### src/sv/dpxu_pkg.sv
// Shared types and constants of the DPX sample unpacker.
`default_nettype none

package dpxu_pkg;

    localparam int SAMPLE_W = 16;
    localparam int WORD_W   = 32;
    localparam int CARRY_W  = 8;
    localparam int MAX_CAND = 4;
    localparam int CNT_W    = 3;

    localparam int CFG_ADDR_W = 2;
    localparam int CFG_DATA_W = 22;
    localparam int MODE_W     = 3;
    localparam int SPR_W      = 22;

    localparam logic [CFG_ADDR_W-1:0] CFG_MODE            = 2'd0;
    localparam logic [CFG_ADDR_W-1:0] CFG_BIG_ENDIAN      = 2'd1;
    localparam logic [CFG_ADDR_W-1:0] CFG_SAMPLES_PER_ROW = 2'd2;

    localparam logic [MODE_W-1:0] MODE_8B         = 3'd0;
    localparam logic [MODE_W-1:0] MODE_10B_FILLED = 3'd1;
    localparam logic [MODE_W-1:0] MODE_12B_FILLED = 3'd2;
    localparam logic [MODE_W-1:0] MODE_16B        = 3'd3;
    localparam logic [MODE_W-1:0] MODE_12B_PACKED = 3'd4;

    // Packed stream position: how many carried bits wait for the next word.
    typedef enum logic [1:0] {
        PH_ALIGNED = 2'd0,
        PH_CARRY8  = 2'd1,
        PH_CARRY4  = 2'd2
    } phase_t;

    typedef struct packed {
        logic                               ok;
        logic [CNT_W-1:0]                   n;
        logic [MAX_CAND-1:0][SAMPLE_W-1:0]  cand;
        phase_t                             next_phase;
        logic [CARRY_W-1:0]                 next_carry;
    } dpxu_dec_t;

endpackage

`default_nettype wire

### src/sv/dpxu_decode.sv
// Word decoder: byte-order correction and sample extraction for all modes.
`default_nettype none

module dpxu_decode
    import dpxu_pkg::*;
(
    input  wire logic [WORD_W-1:0]  word,
    input  wire logic [MODE_W-1:0]  mode,
    input  wire logic               big_endian,
    input  wire phase_t             phase,
    input  wire logic [CARRY_W-1:0] carry,
    output dpxu_dec_t               dec
);

    logic [WORD_W-1:0] t;

    assign t = big_endian ? word : {word[7:0], word[15:8], word[23:16], word[31:24]};

    always_comb begin
        dec            = '0;
        dec.next_phase = PH_ALIGNED;
        unique case (mode)
            MODE_8B: begin
                dec.ok = 1'b1;
                dec.n  = 3'd4;
                if (big_endian) begin
                    dec.cand[0] = {8'h00, t[31:24]};
                    dec.cand[1] = {8'h00, t[23:16]};
                    dec.cand[2] = {8'h00, t[15:8]};
                    dec.cand[3] = {8'h00, t[7:0]};
                end else begin
                    dec.cand[0] = {8'h00, t[7:0]};
                    dec.cand[1] = {8'h00, t[15:8]};
                    dec.cand[2] = {8'h00, t[23:16]};
                    dec.cand[3] = {8'h00, t[31:24]};
                end
            end
            MODE_10B_FILLED: begin
                dec.ok      = 1'b1;
                dec.n       = 3'd3;
                dec.cand[0] = {t[31:22], 6'b0};
                dec.cand[1] = {t[21:12], 6'b0};
                dec.cand[2] = {t[11:2], 6'b0};
            end
            MODE_12B_FILLED: begin
                dec.ok = 1'b1;
                dec.n  = 3'd2;
                if (big_endian) begin
                    dec.cand[0] = {t[31:20], 4'b0};
                    dec.cand[1] = {t[15:4], 4'b0};
                end else begin
                    dec.cand[0] = {t[15:4], 4'b0};
                    dec.cand[1] = {t[31:20], 4'b0};
                end
            end
            MODE_16B: begin
                dec.ok = 1'b1;
                dec.n  = 3'd2;
                if (big_endian) begin
                    dec.cand[0] = t[31:16];
                    dec.cand[1] = t[15:0];
                end else begin
                    dec.cand[0] = t[15:0];
                    dec.cand[1] = t[31:16];
                end
            end
            MODE_12B_PACKED: begin
                dec.ok = 1'b1;
                unique case (phase)
                    PH_CARRY8: begin
                        dec.n          = 3'd3;
                        dec.cand[0]    = {t[3:0], carry, 4'b0};
                        dec.cand[1]    = {t[15:4], 4'b0};
                        dec.cand[2]    = {t[27:16], 4'b0};
                        dec.next_carry = {4'b0, t[31:28]};
                        dec.next_phase = PH_CARRY4;
                    end
                    PH_CARRY4: begin
                        dec.n          = 3'd3;
                        dec.cand[0]    = {t[7:0], carry[3:0], 4'b0};
                        dec.cand[1]    = {t[19:8], 4'b0};
                        dec.cand[2]    = {t[31:20], 4'b0};
                        dec.next_carry = '0;
                        dec.next_phase = PH_ALIGNED;
                    end
                    default: begin
                        dec.n          = 3'd2;
                        dec.cand[0]    = {t[11:0], 4'b0};
                        dec.cand[1]    = {t[23:12], 4'b0};
                        dec.next_carry = t[31:24];
                        dec.next_phase = PH_CARRY8;
                    end
                endcase
            end
            default: begin
                dec.ok = 1'b0;
            end
        endcase
    end

endmodule

`default_nettype wire

### src/sv/dpx_sample_unpacker.sv
// An accepted word waits in the input register, where it is decoded; its samples move into the
// output sample register once that is free. Output: one sample per cycle while m_ready is high;
// a word yields 4, 3 or 2 samples (fewer at a row end) from the single output sample register.
// An unused-mode word, with nothing to emit, is consumed from the input register without a result.
// Reset (aresetn low, synchronous) clears valids, row position, packed phase and carry, and sets
// mode 0, big_endian 1 and samples_per_row 1.
`default_nettype none

module dpx_sample_unpacker
    import dpxu_pkg::*;
#(
    parameter int MAX_ROW_SAMPLES = 2097152
) (
    input  wire logic                  aclk,
    input  wire logic                  aresetn,

    // configuration write port
    input  wire logic                  cfg_we,
    input  wire logic [CFG_ADDR_W-1:0] cfg_addr,
    input  wire logic [CFG_DATA_W-1:0] cfg_wdata,

    // word input
    input  wire logic                  s_valid,
    output logic                       s_ready,
    input  wire logic [WORD_W-1:0]     s_word,

    // sample output
    output logic                       m_valid,
    input  wire logic                  m_ready,
    output logic [SAMPLE_W-1:0]        m_sample,
    output logic                       m_last_of_word,
    output logic                       m_end_of_row
);

    // Row length needs to hold MAX_ROW_SAMPLES itself; position only reaches MAX - 1.
    localparam int LEN_RAW = $clog2(MAX_ROW_SAMPLES + 1);
    localparam int LEN_W   = (LEN_RAW > CNT_W) ? LEN_RAW : CNT_W;
    localparam int POS_W   = (MAX_ROW_SAMPLES > 1) ? $clog2(MAX_ROW_SAMPLES) : 1;
    localparam int WIDE_W  = (LEN_W > SPR_W) ? LEN_W : SPR_W;
    localparam int IDX_W   = $clog2(MAX_CAND);

    // ---------------------------------------------------------------
    // Configuration registers
    // ---------------------------------------------------------------
    logic [MODE_W-1:0] mode_reg;
    logic              big_endian_reg;
    logic [SPR_W-1:0]  spr_reg;

    always_ff @(posedge aclk) begin
        if (!aresetn) begin
            mode_reg       <= MODE_8B;
            big_endian_reg <= 1'b1;
            spr_reg        <= SPR_W'(1);
        end else if (cfg_we) begin
            unique case (cfg_addr)
                CFG_MODE:            mode_reg       <= cfg_wdata[MODE_W-1:0];
                CFG_BIG_ENDIAN:      big_endian_reg <= cfg_wdata[0];
                CFG_SAMPLES_PER_ROW: spr_reg        <= cfg_wdata[SPR_W-1:0];
                default: ;  // unmapped index: drop the write
            endcase
        end
    end

    // Effective row length: zero counts as one, saturate at the maximum.
    logic [WIDE_W-1:0] spr_wide;
    logic [LEN_W-1:0]  row_len;

    assign spr_wide = WIDE_W'(spr_reg);

    always_comb begin
        if (spr_wide == '0)
            row_len = LEN_W'(1);
        else if (spr_wide > WIDE_W'(MAX_ROW_SAMPLES))
            row_len = LEN_W'(MAX_ROW_SAMPLES);
        else
            row_len = LEN_W'(spr_wide);
    end

    // ---------------------------------------------------------------
    // Input register: holds one word while the output side drains
    // ---------------------------------------------------------------
    logic              in_valid_reg, in_valid_next;
    logic [WORD_W-1:0] in_word_reg;
    logic              in_take;
    logic              buf_free;

    // ---------------------------------------------------------------
    // Stream state
    // ---------------------------------------------------------------
    logic [POS_W-1:0]   pos_reg, pos_next;
    phase_t             phase_reg, phase_next;
    logic [CARRY_W-1:0] carry_reg, carry_next;

    dpxu_dec_t dec;

    dpxu_decode u_decode (
        .word       (in_word_reg),
        .mode       (mode_reg),
        .big_endian (big_endian_reg),
        .phase      (phase_reg),
        .carry      (carry_reg),
        .dec        (dec)
    );

    // Row accounting: samples left in the row decide how many of this
    // word's samples survive and whether the row closes on this word.
    logic [LEN_W-1:0] pos_ext;
    logic [LEN_W-1:0] row_left;
    logic             row_end;
    logic [CNT_W-1:0] keep_cnt;

    assign pos_ext = LEN_W'(pos_reg);

    always_comb begin
        // position at or past the length: the next sample ends the row
        if (row_len > pos_ext)
            row_left = row_len - pos_ext;
        else
            row_left = LEN_W'(1);
        row_end  = (row_left <= LEN_W'(dec.n));
        keep_cnt = row_end ? row_left[CNT_W-1:0] : dec.n;
    end

    // ---------------------------------------------------------------
    // Output sample buffer: decoded samples of one word, sent, while m_ready is high, one a cycle
    // ---------------------------------------------------------------
    logic                              buf_valid_reg, buf_valid_next;
    logic [MAX_CAND-1:0][SAMPLE_W-1:0] buf_cand_reg, buf_cand_next;
    logic [CNT_W-1:0]                  buf_cnt_reg, buf_cnt_next;
    logic [IDX_W-1:0]                  buf_idx_reg, buf_idx_next;
    logic                              buf_eor_reg, buf_eor_next;
    logic                              buf_last;
    logic                              out_fire;

    assign buf_last = (CNT_W'(buf_idx_reg) + CNT_W'(1)) == buf_cnt_reg;
    assign out_fire = buf_valid_reg && m_ready;
    assign buf_free = !buf_valid_reg || (out_fire && buf_last);

    // A word of an unused mode yields nothing, so it never waits for the buffer.
    assign in_take = in_valid_reg && (!dec.ok || buf_free);
    assign s_ready = !in_valid_reg || in_take;

    always_comb begin
        if (s_valid && s_ready)
            in_valid_next = 1'b1;
        else if (in_take)
            in_valid_next = 1'b0;
        else
            in_valid_next = in_valid_reg;
    end

    // Advance stream state when a decodable word moves into the buffer.
    always_comb begin
        pos_next   = pos_reg;
        phase_next = phase_reg;
        carry_next = carry_reg;
        if (in_take && dec.ok) begin
            pos_next = row_end ? '0 : POS_W'(pos_ext + LEN_W'(keep_cnt));
            if (mode_reg == MODE_12B_PACKED) begin
                phase_next = row_end ? PH_ALIGNED : dec.next_phase;
                carry_next = row_end ? '0 : dec.next_carry;
            end
        end
    end

    always_comb begin
        buf_valid_next = buf_valid_reg;
        buf_cand_next  = buf_cand_reg;
        buf_cnt_next   = buf_cnt_reg;
        buf_idx_next   = buf_idx_reg;
        buf_eor_next   = buf_eor_reg;
        if (in_take && dec.ok) begin
            // load the next word's samples
            buf_valid_next = 1'b1;
            buf_cand_next  = dec.cand;
            buf_cnt_next   = keep_cnt;
            buf_idx_next   = '0;
            buf_eor_next   = row_end;
        end else if (out_fire) begin
            if (buf_last)
                buf_valid_next = 1'b0;
            else
                buf_idx_next = buf_idx_reg + IDX_W'(1);
        end
    end

    always_ff @(posedge aclk) begin
        if (!aresetn) begin
            in_valid_reg  <= 1'b0;
            buf_valid_reg <= 1'b0;
            pos_reg       <= '0;
            phase_reg     <= PH_ALIGNED;
            carry_reg     <= '0;
        end else begin
            in_valid_reg  <= in_valid_next;
            buf_valid_reg <= buf_valid_next;
            pos_reg       <= pos_next;
            phase_reg     <= phase_next;
            carry_reg     <= carry_next;
        end
    end

    // payload registers: no reset
    always_ff @(posedge aclk) begin
        if (s_valid && s_ready)
            in_word_reg <= s_word;
        buf_cand_reg <= buf_cand_next;
        buf_cnt_reg  <= buf_cnt_next;
        buf_idx_reg  <= buf_idx_next;
        buf_eor_reg  <= buf_eor_next;
    end

    assign m_valid        = buf_valid_reg;
    assign m_sample       = buf_cand_reg[buf_idx_reg];
    assign m_last_of_word = buf_last;
    assign m_end_of_row   = buf_last && buf_eor_reg;

`ifndef SYNTHESIS
    // The send index stays inside the loaded sample count.
    a_idx_in_range: assert property (@(posedge aclk) disable iff (!aresetn)
        buf_valid_reg |-> (CNT_W'(buf_idx_reg) < buf_cnt_reg))
        else $error("sample index beyond loaded count");

    // A row always closes on the final sample of its word.
    a_eor_is_last: assert property (@(posedge aclk) disable iff (!aresetn)
        (m_valid && m_end_of_row) |-> m_last_of_word)
        else $error("end_of_row without last_of_word");

    // Only four carried bits survive into the second packed phase.
    a_carry4_narrow: assert property (@(posedge aclk) disable iff (!aresetn)
        (phase_reg == PH_CARRY4) |-> (carry_reg[7:4] == 4'h0))
        else $error("stale high carry bits in four-bit carry phase");

    // After a row end the next word starts at position zero.
    a_row_restart: assert property (@(posedge aclk) disable iff (!aresetn)
        (in_take && dec.ok && row_end) |=> (pos_reg == '0))
        else $error("row position not cleared at row end");
`endif

endmodule

`default_nettype wire
### config.mk
export PLATFORM = sky130hd
export DESIGN_NAME = dpx_sample_unpacker
export DESIGN_NICKNAME = d
export VERILOG_FILES = /design/src/sv/dpxu_pkg.sv /design/src/sv/dpxu_decode.sv /design/src/sv/dpx_sample_unpacker.sv
export SDC_FILE = /design/constraint.sdc
export NUM_CORES = 1
export LEC_CHECK = 0
export BUFFER_PORTS_ARGS = -buffer_cell sky130_fd_sc_hd__buf_2
export CAP_MARGIN = 20
export CORE_MARGIN = 2
export CORE_UTILIZATION = 51
export DETAILED_ROUTE_END_ITERATION = 10
export GPL_TIMING_DRIVEN = 1
export PLACE_DENSITY = 0.7
export SLEW_MARGIN = 20
export SYNTH_ARGS = -nofsm -noshare
export SYNTH_HDL_FRONTEND = slang
export SYNTH_SLANG_ARGS = --single-unit
export TNS_END_PERCENT = 100
### constraint.sdc
create_clock -name aclk -period 15.6 [get_ports aclk]
set_input_delay 2.34 -clock aclk [delete_from_list [all_inputs] [get_ports aclk]]
set_output_delay 2.34 -clock aclk [all_outputs]
set_load 0.03 [all_outputs]
==> reports/results.ini, run 1 <==
[status]
status = finished clean

[clocking]
cts_tree = done
hold_buffers = 0
cts_setup_buffers = 0
cts_max_level = 4
clockBufferDepth = 2
clk_pin_slew_worst_paths_ps = 60
cts-root-buf = clkbuf_16
numCtsBuffers = 17
clock_latency_ps = 430
numClockSinks = 153
cts_resized = 0

[synthesis]
async_reset_ff_share_pct = 0
synthDistinctLibCells = 71
synthFlopType = edfxtp_1
synth_edf_count = 92
synth_area_sq_mm = 0.00950
synth_area_per_cell_sq_um = 9.16
synth.net_count = 1133
ys_seq_area_share_pct = 41.9
ys_seq_elements = 153
syn_inst = 1038
ys_warn_count = 0

[die]
ios = 81
dieHeight_um = 141
row_count = 49
core_area_sq_mm = 0.0181
dieArea_sq_mm = 0.0197
die_w_um = 141
start_util_pct = 52.4

[timing]
relSlewSlack_pct = 31.3
drv_slew = 0
worst_hold_slack_ps = 452
period_share_pct = 56.0
period_minus_slack_ps = 8740
worst_pin_slew_ps = 1030
hold_viol = 0
rsz0062_at_grt = no
skew_ps = 6.56
setup_viol = 0
tns_ps = 0
clock.fmax_ghz = 0.114

[placed_design]
place_congestion = 0.953
dp.cells = 1297
dp_hpwl_um = 19200
portBuffers = 80

[global_routing]
grt_pass1_vias = 7588
antenna_found_initial = 1
grt_max_degree = 77
grt_overflow = 0
grt_usage_pct = 26.8
grt_pass1_wl_um = 41100

[setup_path]
cp-end-kind = register
rr_worst_depth = 30
required_ps = 15900
timing.critical_path.mode_cell = a21oi_1
r2r_setup_slack_ps = 6860
arrival_ps = 9040
max_stage_delay_ps = 780
critPathKind = register to register
crit_slowest_cell = nor4_4
r2r_end = pos_reg[18]
cp_max_fo = 17
cp-start-kind = register
reg2reg_from = spr_reg[2]

[final_layout]
final_common_cell = nand2_1
largest_reg_flops = 56
syn2layout_area_growth_pct = 12.2
fin_cells = 1329
most-common-layout-cells = nand2_1 (149), edfxtp_1 (92), buf_2 (80)
drive_gt1_share_pct = 15.4
fin_nets = 1182
diodes = 0

[power_and_ir_drop]
p_switching_mw = 0.350
seqPwrFrac_pct = 40.1
power.internal_mw = 0.819
vdd_drop_max_uv = 81.0
p_sw_share_pct = 30.0
leakagePower_nw = 4.05
comb_power_share_pct = 23.0
clockPowerShare_pct = 36.9
power_density_mw_per_mm2 = 110

[detailed_routing]
post_drt_via_cell_ratio = 6.17
wire_per_inst_um = 19.7
wirelength_um = 26200
ant_nets = 0
drtIter0Drc = 970
vias = 8202
dr.pass1.iters = 6
drc = 0

[min_path]
min_path_type = register to register
hold_start = carry_reg[4]
holdPathStages = 2
whs_endpoint = carry_reg[4]

[run]
max_cap_violations = 0

==> worst max-delay path: cells and delay by family (launching register included) <==
family	cells	cell delay [ps]
buffers and inverters	2	120
AND/OR/NAND/NOR	12	3970
XOR/XNOR	1	170
adder cells (fa/ha/maj)	4	1270
multiplexers	1	330
flip-flops	1	320
AO/OA/AOI/OAI	10	2410
==> layout make-up <==
cell class,count,area (sq um)
fill,1591,7480
multi-input combinational,775,5100
sequential,153,3990
clock buffer,26,561
timing repair buffer,91,483
tap,229,287
inverter,49,184
clock inverter,6,71.3
==> power groups by stage <==
stage	Combinational (mW)	Clock, mW	Sequential, mW
6_report	0.269	0.431	0.469
4_1_cts	0.264	0.437	0.469
2_1_floorplan	0.194	0	0.472
3_3_place_gp	0.263	0	0.477
5_1_grt	0.291	0.453	0.471
3_5_place_dp	0.262	0	0.477
==> metrics by stage <==
step | setup WS, ps | instance area [sq um] | total power, mW | util, %
global placement | 7230 | 10000 | 0.739 | 55.3
CTS | 6960 | 10700 | 1.17 | 58.8
global route | 5930 | 10700 | 1.21 | 58.8
detailed placement | 7030 | 10000 | 0.739 | 55.3
floorplan | 8290 | 9500 | 0.666 | -
finish | 6860 | 10700 | 1.17 | 58.8
==> cells by family after synthesis <==
| kind of cell | after synthesis | synth area share [%] |
|---|---|---|
| and+or+nand+nor | 373 | 19.8 |
| DFF | 153 | 41.9 |
| adders and majority gates | 34 | 4.63 |
| muxes | 45 | 6.06 |
| buffers and inverters | 110 | 4.59 |
| AOI/OAI and AO/OA | 294 | 20.3 |
| xor gates and xnor gates | 29 | 2.67 |
==> cells in the mapped netlist, types with 4 or more instances <==
library cell | instances | area share, %
buf_1 | 5 | 0.20
xor2_1 | 7 | 0.65
clkbuf_1 | 47 | 1.9
nor3b_1 | 8 | 0.63
nand3_1 | 25 | 1.3
dfxtp_1 | 61 | 13
o21ai_1 | 4 | 0.21
a31oi_1 | 4 | 0.26
o21a_1 | 9 | 0.71
a22oi_1 | 47 | 3.7
nor3_1 | 26 | 1.4
nor3_2 | 10 | 1.1
o22ai_1 | 12 | 0.79
mux2i_1 | 23 | 2.4
xnor2_1 | 22 | 2.0
ha_1 | 32 | 4.2
nand4_1 | 16 | 1.1
o21ai_0 | 72 | 3.8
buf_2 | 6 | 0.32
mux2_2 | 12 | 1.4
nand2b_1 | 16 | 1.1
o221ai_1 | 11 | 1.0
and2_1 | 32 | 2.1
inv_1 | 48 | 1.9
nand2_1 | 149 | 5.9
nand3b_1 | 4 | 0.32
nor2b_1 | 17 | 1.1
mux4_2 | 8 | 1.9
edfxtp_1 | 92 | 29
a21boi_0 | 25 | 2.0
nor4_1 | 7 | 0.46
a21oi_1 | 61 | 3.2
nor2_1 | 47 | 1.9
a21o_1 | 8 | 0.63
a22o_1 | 10 | 0.92
==> metal layers <==
metal  vias up  track usage [%]  wire, um
li1       3905                -         -
met1      3809             37.1     11500
met2       419             40.8     11400
met3        67             7.83      2400
met4         2             8.53       761
met5         -                0        13
==> worst max-delay path by stage <==
stage / slack, ps / start / cells past startpoint / endpoint
after floorplan: 8290 / spr_reg[2] / 32 / pos_reg[18]
after global placement: 7230 / spr_reg[2] / 30 / pos_reg[20]
after detailed placement: 7030 / spr_reg[2] / 30 / pos_reg[18]
after CTS: 6960 / spr_reg[2] / 30 / pos_reg[18]
after global routing: 5930 / spr_reg[2] / 30 / pos_reg[20]
final: 6860 / spr_reg[2] / 30 / pos_reg[18]
(Power assumes the default switching activity.)
==> inputs of run 2 (changes only) <==
--- a/config.mk
+++ b/config.mk
@@ -11,7 +11,7 @@
 export CORE_UTILIZATION = 51
 export DETAILED_ROUTE_END_ITERATION = 10
 export GPL_TIMING_DRIVEN = 1
-export PLACE_DENSITY = 0.7
+export PLACE_DENSITY = 0.73
 export SLEW_MARGIN = 20
 export SYNTH_ARGS = -nofsm -noshare
 export SYNTH_HDL_FRONTEND = slang
==> constraint.sdc (replaced) <==
create_clock -name aclk -period 7.4 [get_ports aclk]
set_input_delay 1.11 -clock aclk [delete_from_list [all_inputs] [get_ports aclk]]
set_output_delay 1.11 -clock aclk [all_outputs]
set_load 0.03 [all_outputs]
==> reports/results.ini, run 2 (synthesized netlist as in run 1, its figures left out) <==
[timing]
skew_ps = 15.0  ; +8.49 ps
period_minus_slack_ps = 7310  ; -1430 ps
drv_slew = 0  ; unchanged
hold_viol = 0  ; unchanged
worst_pin_slew_ps = 1020  ; -9.58 ps
clock.fmax_ghz = 0.137  ; +20%
tns_ps = 0  ; unchanged
timing.final.ws_setup_ps = 93.9  ; -6770 ps
period_share_pct = 98.7  ; +43 points
relSlewSlack_pct = 32.0  ; +0.64 points
setup_viol = 0  ; unchanged

[placed_design]
portBuffers = 80  ; unchanged
dpl-instance-area_sq_mm = 0.0102  ; +1.6%
place_congestion = 1.00  ; +5.1%
dp.cells = 1318  ; +1.6%
pre_cts_ws_ps = -182  ; -7210 ps
dp_hpwl_um = 18900  ; -1.3%

[setup_path]
critPathKind = register to register
cp-end-kind = register
cp_max_fo = 8  ; -9
cp-start-kind = register
crit_slowest_cell = or4_4
timing.critical_path.buf_inv = 4  ; +2
max_stage_delay_ps = 590  ; -190 ps
crit_family = simple AND/OR/NAND/NOR gates
timing.critical_path.mode_cell = nand4_1
arrival_ps = 7610  ; -1430 ps
required_ps = 7710  ; -8190 ps

[clocking]
numClockSinks = 153  ; unchanged
clock_latency_ps = 430  ; about the same
cts-root-buf = clkbuf_16
clockBufferDepth = 2  ; unchanged
numCtsBuffers = 17  ; unchanged
cts_tree = done
cts_max_level = 4  ; unchanged
hold_buffers = 0  ; unchanged
clk_pin_slew_worst_paths_ps = 60  ; about the same

[detailed_routing]
wire_per_inst_um = 19.4  ; -1.4%
drtIter0Drc = 879  ; -9.4%
post_drt_via_cell_ratio = 6.14  ; -0.47%
drc = 0  ; unchanged
dr.pass1.iters = 8  ; +2
vias = 8366  ; +2.0%
wirelength_um = 26400  ; +1.0%
ant_nets = 0  ; unchanged

[global_routing]
use_met2_pct = 41.7  ; +0.85 points
grtUsageMet1_pct = 35.6  ; -1.5 points
grt_pass1_wl_um = 40800  ; -0.66%
grt_max_degree = 78  ; +1.3%
antenna_found_initial = 0  ; -1
grt_overflow = 0  ; unchanged
top_usage_layer = met2
met3_usage_pct = 6.70  ; -1.1 points
grt_usage_pct = 26.6  ; -0.20 points
grt_pass1_vias = 7619  ; +0.41%

[power_and_ir_drop]
power_density_mw_per_mm2 = 221  ; +100%
vdd_drop_max_uv = 160  ; +97%
total_power_mw = 2.43  ; +110%
leakagePower_nw = 4.20  ; +3.7%

[die]
row_count = 49  ; unchanged
dieArea_sq_mm = 0.0197  ; unchanged
core_area_sq_mm = 0.0181  ; unchanged
dieHeight_um = 141  ; unchanged
start_util_pct = 52.4  ; unchanged
die_w_um = 141  ; unchanged
ios = 81  ; unchanged

[final_layout]
fin_nets = 1215  ; +2.8%
final_cell_area_sq_mm = 0.0110  ; +3.1%
syn2layout_area_growth_pct = 15.7
largest_reg_flops = 56  ; unchanged
final_common_cell = nand2_1
fin_cells = 1362  ; +2.5%
drive_gt1_share_pct = 19.6  ; +4.2 points
diodes = 0  ; unchanged
most-common-layout-cells = nand2_1 (148), edfxtp_1 (92), buf_2 (80)
fill_cells = 1581  ; -0.63%

[run]
max_cap_violations = 0  ; unchanged

[status]
status = finished clean

[min_path]
min_path_type = register to register

[run 2: metal layers]
layer  share of wire, %  routed length [um]
met3                8.4                2220
met2                 46               12200
met1                 42               11200
met4                3.5                 917
met5                  0                   0
[run 2: power by group]
part	switching [mW]	internal (mW)
logic	0.371	0.230
clock network	0.336	0.500
registers	0.0294	0.959
total	0.737	1.69
[run 2: final timing paths]
path                                   start            to  slack [ps]  depth (start not counted)
worst max register to register   spr_reg[16]   pos_reg[20]          90                         33
worst max-delay path             spr_reg[16]   pos_reg[20]          90                         33
worst min-delay path            carry_reg[5]  carry_reg[5]         450                          2
worst min register to register  carry_reg[5]  carry_reg[5]         450                          2
[run 2: layout make-up]
type / count / area (sq um) / share of cell area (%)
Sequential cell: 153 / 3990 / 36.3
Clock buffer: 25 / 497 / 4.52
Clock inverter: 7 / 70.1 / 0.637
Timing Repair Buffer: 124 / 738 / 6.72
Inverter: 49 / 184 / 1.67
Tap cell: 229 / 287 / 2.61
Multi-Input combinational cell: 775 / 5230 / 47.6
[run 2: timing repair]
item / 4_1_cts / 5_1_grt
endpoints found under the hold margin: 0 / 0
pin swaps: 0 / 16
resized for setup: 3 / 29
buffers inserted: 0 / 12
setup endpoints to repair: 6 / 12
[run 2: per-stage QoR]
step           hold slack (ps)  util (%)
6_report                   455      60.6
5_1_grt                    468      60.6
4_1_cts                    454      59.4
3_5_place_dp               445      56.2
3_3_place_gp               435      56.2
2_1_floorplan              417         -
[run 2: worst min-delay path, delay by kind of cell, from the launching register on]
kind,cells,cell delay [ps]
DFF,1,310
and+or+nand+nor,1,50
AOI/OAI and AO/OA,1,50
